$ cat config.mk
export PLATFORM = sky130hd
export DESIGN_NAME = frame_checksum_with_link_signature
export DESIGN_NICKNAME = d
export VERILOG_FILES = /design/src/design/fcls_pkg.sv /design/src/design/frame_checksum_with_link_signature.sv
export SDC_FILE = /design/constraint.sdc
export NUM_CORES = 1
export LEC_CHECK = 0
export ABC_AREA = 1
export BUFFER_PORTS_ARGS = -buffer_cell sky130_fd_sc_hd__buf_2
export CORE_ASPECT_RATIO = 1.25
export CORE_MARGIN = 5
export CORE_UTILIZATION = 45
export CTS_CLUSTER_SIZE = 40
export DETAILED_ROUTE_END_ITERATION = 8
export GPL_ROUTABILITY_DRIVEN = 0
export GPL_TIMING_DRIVEN = 0
export HOLD_SLACK_MARGIN = 0.06
export PLACE_DENSITY_LB_ADDON = 0.12
export SLEW_MARGIN = 20
export SYNTH_ARGS = -nofsm -noshare
export SYNTH_HDL_FRONTEND = slang
export SYNTH_SLANG_ARGS = --single-unit
$ cat constraint.sdc
create_clock -name clk_i -period 9.5 [get_ports clk_i]
set_input_delay 0.475 -clock clk_i [delete_from_list [all_inputs] [get_ports clk_i]]
set_output_delay 0.475 -clock clk_i [all_outputs]
set_load 0.01 [all_outputs]
$ cat src/design/fcls_pkg.sv
// Shared types, constants and helpers for the frame checksum block.
// Used by frame_checksum_with_link_signature; no dependencies.
package fcls_pkg;

  localparam int unsigned ByteW = 8;
  localparam int unsigned SigW  = 16;
  localparam int unsigned CntW  = 2;
  localparam int unsigned OutW  = 24;  // 18 payload bits rounded up to whole bytes

  localparam logic [ByteW-1:0] AllOnes = {ByteW{1'b1}};
  localparam logic [CntW-1:0]  CntFull = CntW'(2);

  // Configuration register indexes
  localparam logic CFG_VERIFY_MODE = 1'b0;
  localparam logic CFG_LINK_SIG    = 1'b1;

  // Finalize job handed from the byte stage to the result stage
  typedef struct packed {
    logic             short_frame;
    logic             verify;
    logic [SigW-1:0]  sig;
    logic [ByteW-1:0] sum_low;
    logic [ByteW-1:0] sum_high;
    logic [ByteW-1:0] slot0;
    logic [ByteW-1:0] slot1;
  } job_t;

  // 8-bit add with end-around carry
  function automatic logic [ByteW-1:0] eac_add(input logic [ByteW-1:0] a,
                                              input logic [ByteW-1:0] b);
    logic [ByteW:0] t;
    t = {1'b0, a} + {1'b0, b};
    return t[ByteW-1:0] + {{(ByteW-1){1'b0}}, t[ByteW]};
  endfunction

endpackage

$ cat src/design/frame_checksum_with_link_signature.sv
// Frame checksum with link signature: top level, byte stage and result stage.
// Depends on fcls_pkg.
// Throughput: one byte per cycle while s_axis_tready is high. The result of a frame
// goes to the byte stage register and then the result register after its last byte.
// Bytes are held off only when a finished job and the output register are both full.
// Reset clears the sums, the two-byte delay, the config registers and valid flags.
module frame_checksum_with_link_signature (
  input  logic                          clk_i,
  input  logic                          rst_ni,
  // config write port
  input  logic                          cfg_we_i,
  input  logic                          cfg_idx_i,
  input  logic [fcls_pkg::SigW-1:0]     cfg_wdata_i,
  // byte stream in
  input  logic                          s_axis_tvalid,
  output logic                          s_axis_tready,
  input  logic [fcls_pkg::ByteW-1:0]    s_axis_tdata,   // [7:0] data_byte
  input  logic                          s_axis_tlast,   // is_last
  // result stream out
  output logic                          m_axis_tvalid,
  input  logic                          m_axis_tready,
  // [7:0] first_check, [15:8] second_check, [16] check_ok, [17] short_frame, rest 0
  output logic [fcls_pkg::OutW-1:0]     m_axis_tdata
);

  localparam int unsigned BW = fcls_pkg::ByteW;

  // config registers
  logic                     verify_q;
  logic [fcls_pkg::SigW-1:0] sig_q;

  always_ff @(posedge clk_i or negedge rst_ni) begin
    if (!rst_ni) begin
      verify_q <= 1'b0;
      sig_q    <= '0;
    end else if (cfg_we_i) begin
      case (cfg_idx_i)
        fcls_pkg::CFG_VERIFY_MODE: verify_q <= cfg_wdata_i[0];
        fcls_pkg::CFG_LINK_SIG:    sig_q    <= cfg_wdata_i;
        default: ;
      endcase
    end
  end

  // pipeline flow control
  logic out_valid_q, job_valid_q;
  logic out_free, job_free, accept;

  assign out_free      = !out_valid_q || m_axis_tready;
  assign job_free      = !job_valid_q || out_free;
  assign s_axis_tready = job_free;
  assign accept        = s_axis_tvalid && s_axis_tready;

  // byte stage: running sums and two-byte slot delay
  logic [BW-1:0]             sum_low_q, sum_high_q, sum_low_d, sum_high_d;
  logic [BW-1:0]             held0_q, held1_q, held0_d, held1_d;
  logic [fcls_pkg::CntW-1:0] cnt_q, cnt_d;
  logic [BW-1:0]             fold_low, fold_high;
  logic                      is_short, job_load;
  fcls_pkg::job_t            job_q, job_d;

  always_comb begin
    is_short  = s_axis_tlast && (cnt_q == '0);
    fold_low  = sum_low_q;
    fold_high = sum_high_q;
    if (cnt_q == fcls_pkg::CntFull) begin
      fold_low  = fcls_pkg::eac_add(sum_low_q, held0_q);
      fold_high = fcls_pkg::eac_add(sum_high_q, fold_low);
    end

    job_load          = s_axis_tlast;
    job_d.short_frame = is_short;
    job_d.verify      = verify_q;
    job_d.sig         = sig_q;
    job_d.sum_low     = fold_low;
    job_d.sum_high    = fold_high;
    job_d.slot0       = held1_q;
    job_d.slot1       = s_axis_tdata;

    if (s_axis_tlast) begin
      // frame ends: start the next one clean
      sum_low_d  = '0;
      sum_high_d = '0;
      held0_d    = '0;
      held1_d    = '0;
      cnt_d      = '0;
    end else begin
      sum_low_d  = fold_low;
      sum_high_d = fold_high;
      held0_d    = held1_q;
      held1_d    = s_axis_tdata;
      cnt_d      = (cnt_q == fcls_pkg::CntFull) ? cnt_q : cnt_q + 1'b1;
    end
  end

  always_ff @(posedge clk_i or negedge rst_ni) begin
    if (!rst_ni) begin
      sum_low_q  <= '0;
      sum_high_q <= '0;
      held0_q    <= '0;
      held1_q    <= '0;
      cnt_q      <= '0;
    end else if (accept) begin
      sum_low_q  <= sum_low_d;
      sum_high_q <= sum_high_d;
      held0_q    <= held0_d;
      held1_q    <= held1_d;
      cnt_q      <= cnt_d;
    end
  end

  always_ff @(posedge clk_i or negedge rst_ni) begin
    if (!rst_ni) begin
      job_valid_q <= 1'b0;
    end else if (job_free) begin
      job_valid_q <= accept && job_load;
    end
  end

  always_ff @(posedge clk_i) begin
    if (accept && job_load) begin
      job_q <= job_d;
    end
  end

  // result stage: fold the slots and form the check bytes
  logic [BW-1:0] slot_a, slot_b, l1, h1, l2, h2;
  logic [BW-1:0] g_h1, g_h2, x_b, y_b, nl;
  logic [BW-1:0] first_d, second_d, first_q, second_q;
  logic          ok_d, short_d, ok_q, short_q;

  always_comb begin
    slot_a = job_q.slot0 ^ job_q.sig[2*BW-1:BW];
    slot_b = job_q.slot1 ^ job_q.sig[BW-1:0];
    l1 = fcls_pkg::eac_add(job_q.sum_low, slot_a);
    h1 = fcls_pkg::eac_add(job_q.sum_high, l1);
    l2 = fcls_pkg::eac_add(l1, slot_b);
    h2 = fcls_pkg::eac_add(h1, l2);

    // generate: slots count as zero, so sum_low stays and sum_high gains it twice
    g_h1 = fcls_pkg::eac_add(job_q.sum_high, job_q.sum_low);
    g_h2 = fcls_pkg::eac_add(g_h1, job_q.sum_low);
    nl   = ~job_q.sum_low;
    x_b  = fcls_pkg::eac_add(job_q.sum_low, ~g_h2);
    y_b  = fcls_pkg::eac_add(fcls_pkg::eac_add(nl, nl), g_h2);

    if (job_q.short_frame) begin
      first_d  = '0;
      second_d = '0;
      ok_d     = 1'b0;
      short_d  = 1'b1;
    end else if (job_q.verify) begin
      first_d  = l2;
      second_d = h2;
      ok_d     = (l2 == fcls_pkg::AllOnes) && (h2 == fcls_pkg::AllOnes);
      short_d  = 1'b0;
    end else begin
      first_d  = x_b ^ job_q.sig[2*BW-1:BW];
      second_d = y_b ^ job_q.sig[BW-1:0];
      ok_d     = 1'b0;
      short_d  = 1'b0;
    end
  end

  always_ff @(posedge clk_i or negedge rst_ni) begin
    if (!rst_ni) begin
      out_valid_q <= 1'b0;
    end else if (out_free) begin
      out_valid_q <= job_valid_q;
    end
  end

  always_ff @(posedge clk_i) begin
    if (out_free && job_valid_q) begin
      first_q  <= first_d;
      second_q <= second_d;
      ok_q     <= ok_d;
      short_q  <= short_d;
    end
  end

  assign m_axis_tvalid = out_valid_q;
  assign m_axis_tdata  = {(fcls_pkg::OutW - 2*BW - 2)'(0), short_q, ok_q, second_q, first_q};

  // checks
  a_short_zero: assert property (@(posedge clk_i) disable iff (!rst_ni)
    (m_axis_tvalid && short_q) |-> (first_q == '0 && second_q == '0 && !ok_q))
    else $error("short frame result carries nonzero check fields");

  a_ok_sums: assert property (@(posedge clk_i) disable iff (!rst_ni)
    (m_axis_tvalid && ok_q) |-> (first_q == fcls_pkg::AllOnes && second_q == fcls_pkg::AllOnes))
    else $error("check_ok set without both sums at all ones");

  a_cnt_range: assert property (@(posedge clk_i) disable iff (!rst_ni)
    cnt_q != 2'd3)
    else $error("held byte count beyond two");

  a_frame_clear: assert property (@(posedge clk_i) disable iff (!rst_ni)
    (accept && s_axis_tlast) |=> (cnt_q == '0 && sum_low_q == '0 && sum_high_q == '0))
    else $error("frame state not cleared after last beat");

  a_job_moves: assert property (@(posedge clk_i) disable iff (!rst_ni)
    (job_valid_q && out_free) |=> out_valid_q)
    else $error("finished job lost on its way to the output register");

endmodule
# Word-level counts from Yosys, hierarchy flattened
# Index checks and enable logic that the tools add are counted.
[classes]
add_sub_neg = 23
n_eq_ne = 4
muxes = 11
n_bitwise = 8
reduce_logical = 14
[op_table]
columns = ["op", "n"]
rows = [
  ["adder 8 x 8 -> 9 bit", 11],
  ["adder 8 x 1 -> 8 bit", 11],
  ["two-way mux 8 bit", 8],
  ["XOR 8 bit", 4],
  ["equality test 8 bit (second input constant)", 2],
  ["NOT 8 bit", 2],
  ["AND reduction 2 bit", 3],
  ["logical AND 1 bit", 5],
  ["two-way mux 2 bit", 2],
  ["adder 2 x 1 -> 2 bit (second input constant)", 1],
  ["equality test 2 bit (second input constant)", 1],
  ["logical NOT 1 bit", 2],
  ["logical NOT 2 bit", 1],
  ["logical OR 1 bit", 2],
  ["!= test 2 bit (second input constant)", 1],
  ["NOT 1 bit", 2],
  ["OR reduction 2 bit", 1],
  ["two-way mux 1 bit", 1],
]
[totals]
reg_bits = 121
input_bits = 31
out_inout_bits = 26

# Depth between registers and ports, before layout
[logic_depth]
ltp_word = 9
depth_mapped = 52
ltp_nobuf = 52

# Worst setup path before layout
# Ideal clock, no wire load.
[synth_path]
path_type = "register to register"
startpoint = "register job_q[40] in the netlist's numbering"
endpoint = "register ok_q, data pin"
arrival_ns = 6.460
t_required_ns = 9.365
setup_slack_ns = 2.905
stages_incl_launch_ff = 50
period_less_slack_ns = 6.595
path_cell_list = "edfxtp_1 xor2_1 ha_1 inv_1 fa_1 o21ai_0 a21oi_1 o21ai_0 a21oi_1 o21bai_1 ha_1 nand3_1 nor2_1 inv_1 nor2_1 xor2_1 inv_1 ha_1 (+14 left out) nand2_1 inv_1 nor2_1 nand2_1 nand2_1 nand2_2 a21oi_1 or2_2 ha_1 ha_1 nand4_1 nor3_1 nand3_1 nor3_1 nand4_1 nor2_1 nand2_1 nor2_2"
[synth_between]
elab_chain_len = 9
elab_cells_between_ends = 12
classes_between = "8 x add/sub; 2 x eq/ne; 1 x bitwise; 1 x reduce/logical"
[synth_rtl]
columns = ["element", "line_no", "rtl"]
rows = [
  ["start: declaration", "frame_checksum_with_link_signature.sv:60", "fcls_pkg::job_t job_q, job_d;"],
  ["start signal: assignment", "frame_checksum_with_link_signature.sv:122", "job_q <= job_d;"],
  ["XOR 8 bit *", "frame_checksum_with_link_signature.sv:133", "slot_a = job_q.slot0 ^ job_q.sig[2*BW-1:BW];"],
  ["adder 8 x 8 -> 9 bit *", "fcls_pkg.sv:32", "t = {1'b0, a} + {1'b0, b};"],
  ["adder 8 x 1 -> 8 bit *", "fcls_pkg.sv:33", "return t[ByteW-1:0] + {{(ByteW-1){1'b0}}, t[ByteW]};"],
  ["adder 8 x 8 -> 9 bit", "fcls_pkg.sv:32", ""],
  ["adder 8 x 1 -> 8 bit", "fcls_pkg.sv:33", ""],
  ["adder 8 x 8 -> 9 bit", "fcls_pkg.sv:32", ""],
  ["adder 8 x 1 -> 8 bit", "fcls_pkg.sv:33", ""],
  ["equality test 8 bit", "frame_checksum_with_link_signature.sv:155", "ok_d = (l2 == fcls_pkg::AllOnes) && (h2 == fcls_pkg::AllOnes);"],
  ["logical AND 1 bit *", "frame_checksum_with_link_signature.sv:155", ""],
  ["end signal: assignment", "frame_checksum_with_link_signature.sv:177", "ok_q <= ok_d;"],
  ["end: declaration", "frame_checksum_with_link_signature.sv:130", "logic ok_d, short_d, ok_q, short_q;"],
]
# Every way passes the cells marked *; elsewhere a longest branch is shown, timed or not.
# A chain may end at the register's enable or synchronous reset.

# Worst setup path after layout
[layout_path]
startpoint = "register job_q[8] in the netlist's numbering"
endpoint = "register ok_q, data pin"
# The elaborated chain is that of the path after synthesis.

==> results.cfg <==
[sta]
worstMarginPinSlew_ps = 911
rsz0062_at_grt = false
final.min_clock_period_ps = 7880
fin_crit_sh_pct = 83.0
finalHoldWorstSlack_ps = 93.5
slew_headroom_pct = 39.0
fin_ws_ps = 1620
drv_slew = 0
finalHoldViolCount = 0
skew_ps = 16.5
fmax_ghz = 0.127
setup_viol = 0
setup-tns-final_ps = 0

[clocking]
cts_hold_buf = 0
cts.sinks = 121
cts_tree = done
max-clock-path-buffers = 2
cts_buffers = 17
cts_resized = 0
post-cts-setup-buffer-count = 0
clk_latency_ps = 420
cts_root_buf = clkbuf_16
path_clk_slew_ps = 60
cts_max_level = 4

[die]
placementRows = 59
die_x_um = 140
coreArea_sq_um = 20900
die_h_um = 173
io_pins = 57
start_util_pct = 45.8
die_area_sq_um = 24300

[job]
cap_viol_max_count = 0

[layout]
final_nets = 1361
syn_to_final_growth_pct = 12.9
diodes = 0
final_core_util_pct = 51.6
drive_gt1_share_pct = 13.6

[synthesis]
syn_avg_cell_area_sq_um = 8.36
synth_cell_types = 40
synth_seq_area_share_pct = 35.2
async_flop_share_pct = 43.8
synth_top_cells_by_area = edfxtp_1 (21%), dfrtp_1 (14%), ha_1 (13%), nand2_1 (8.7%), inv_1 (7.2%)
ys_ff_latch = 121
synth_flop_cell = edfxtp_1
netlist_top_cells_count = nand2_1 (221), inv_1 (183), ha_1 (100)
synth_most_common_cell = nand2_1
netlist_area_sq_um = 9560
synth_area_leader_cell = edfxtp_1
ys.warnings.count = 0
synth-edff-count = 68
synthCells = 1144
synth_top_area_share_pct = 21.4

[worst_setup_path]
cp_data_arrival_time_ps = 8170
cp_max_fo = 5
worstSetupEndpointType = flop
slowest_stage = xor2_1
reg2reg_from = job_q[8]
crit_top_cell = ha_1
reg2reg_depth = 45
crit_path_start = job_q[8]
worstSetupStartpointType = flop
r2r_setup_slack_ps = 1620
slowest_delay_ps = 430
critical_path_required_ps = 9790
path_class = flop to flop

[route]
ant_nets = 0
wl_mm = 22.0
dr.pass1.iters = 5
first_iter_violations = 223
route.vias.total = 7337
post-route-drc-count = 0
drt-wirelength-per-cell_um = 14.6
via_per_inst = 4.87

[place]
dp_hpwl_mm = 18.4
io_buffers = 50
pre_cts_ws_ps = 1630

[worst_hold_path]
hold_class = primary input to asynchronous set/reset pin

[power]
power_density_nw_per_um2 = 376
power_leakage_nw = 5.35
irDropWorstVdd_mv = 0.231

[global_route]
grt_use_total_pct = 18.8
grt_pass1_vias = 7492
grt_max_degree = 54
grt_pass1_wl_mm = 36.3
overflow = 0
antenna_found_initial = 0

[outcome]
status = complete, no violations
==> report_power, final <==
part / switching [W] / internal (W)
registers: 0.0000423 / 0.000660
logic: 0.00173 / 0.00101
clock network: 0.000242 / 0.000377
==> final timing paths <==
check                                     to
worst max-delay path                    ok_q
worst min register to register     job_q[43]
min in group clk_i                  job_q[7]
worst min-delay path                sig_q[1]
max in group asynchronous       sum_low_q[6]
worst max register to register          ok_q
==> worst max-delay path, delay by kind of cell, from the launching register on <==
family	cells	cell delay [ps]
fa+ha+maj	8	2260
compound gates	8	1360
flops	1	400
buf+inv	6	470
simple gates	20	2410
xor+xnor	3	840
==> metal layers <==
| layer | GRT usage [%] | vias to the layer above | wire length, um |
|---|---|---|---|
| met5 | 0 | - | 0 |
| met4 | 6.70 | 0 | 639 |
| met3 | 3.07 | 38 | 649 |
| met2 | 33.7 | 116 | 11400 |
| met1 | 22.5 | 3298 | 9330 |
| li1 | - | 3885 | - |
==> layout make-up <==
cell class                      instances  area [sq um]
Buffer                                 21           109
Fill cell                            2010         10100
Timing Repair Buffer                   52           284
Inverter                              192           721
Tap cell                              274           343
Clock buffer                           19           454
Clock inverter                         13           119
Multi-Input combinational cell        815          5390
Sequential cell                       121          3370
==> through the flow <==
stage	instances	power [W]	area [sq um]
CTS	1507	0.00409	10800
floorplan	1149	0.00281	9580
global route	1507	0.00448	10800
global placement	1473	0.00343	10200
finish	1507	0.00406	10800
detailed placement	1475	0.00345	10200
==> layout by cell type, fill, tap and decap left out, types with 14 or more instances in the layout <==
cell	Yosys	final
nand2_1	221	221
inv_1	183	183
ha_1	100	100
o21ai_0	75	75
xor2_1	74	74
a21oi_1	69	68
edfxtp_1	68	68
dfrtp_1	53	53
buf_2	0	49
nor2_1	49	48
nand3_1	46	46
xnor2_1	32	32
nand2_2	23	23
o21bai_1	19	19
clkbuf_16	0	18
mux2_2	15	15
nand4_1	14	14
clkbuf_1	13	14
==> state kept, by name, summed over array words and instances (netlist names) <==
signal / flops
cnt_q: 2
first_q: 8
held0_q: 8
held1_q: 8
job_q: 50
job_valid_q: 1
m_axis_tvalid: 1
ok_q: 1
second_q: 8
short_q: 1
sig_q: 16
sum_high_q: 8
sum_low_q: 8
verify_q: 1
==> kinds of logic (layout without fill, tap and decap cells) <==
logic type | Yosys count | in the layout | share of synthesized area, %
flip-flops | 121 | 121 | 35.2
buffers and inverters | 213 | 297 | 8.68
multiplexers | 15 | 15 | 1.77
XOR/XNOR | 106 | 106 | 9.71
other | 1 | 6 | 0.0392
AND/OR/NAND/NOR | 399 | 399 | 19.1
AO/OA/AOI/OAI | 179 | 179 | 10.3
adder cells (fa/ha/maj) | 110 | 110 | 15.2
Power figures use the tool's default switching activity.
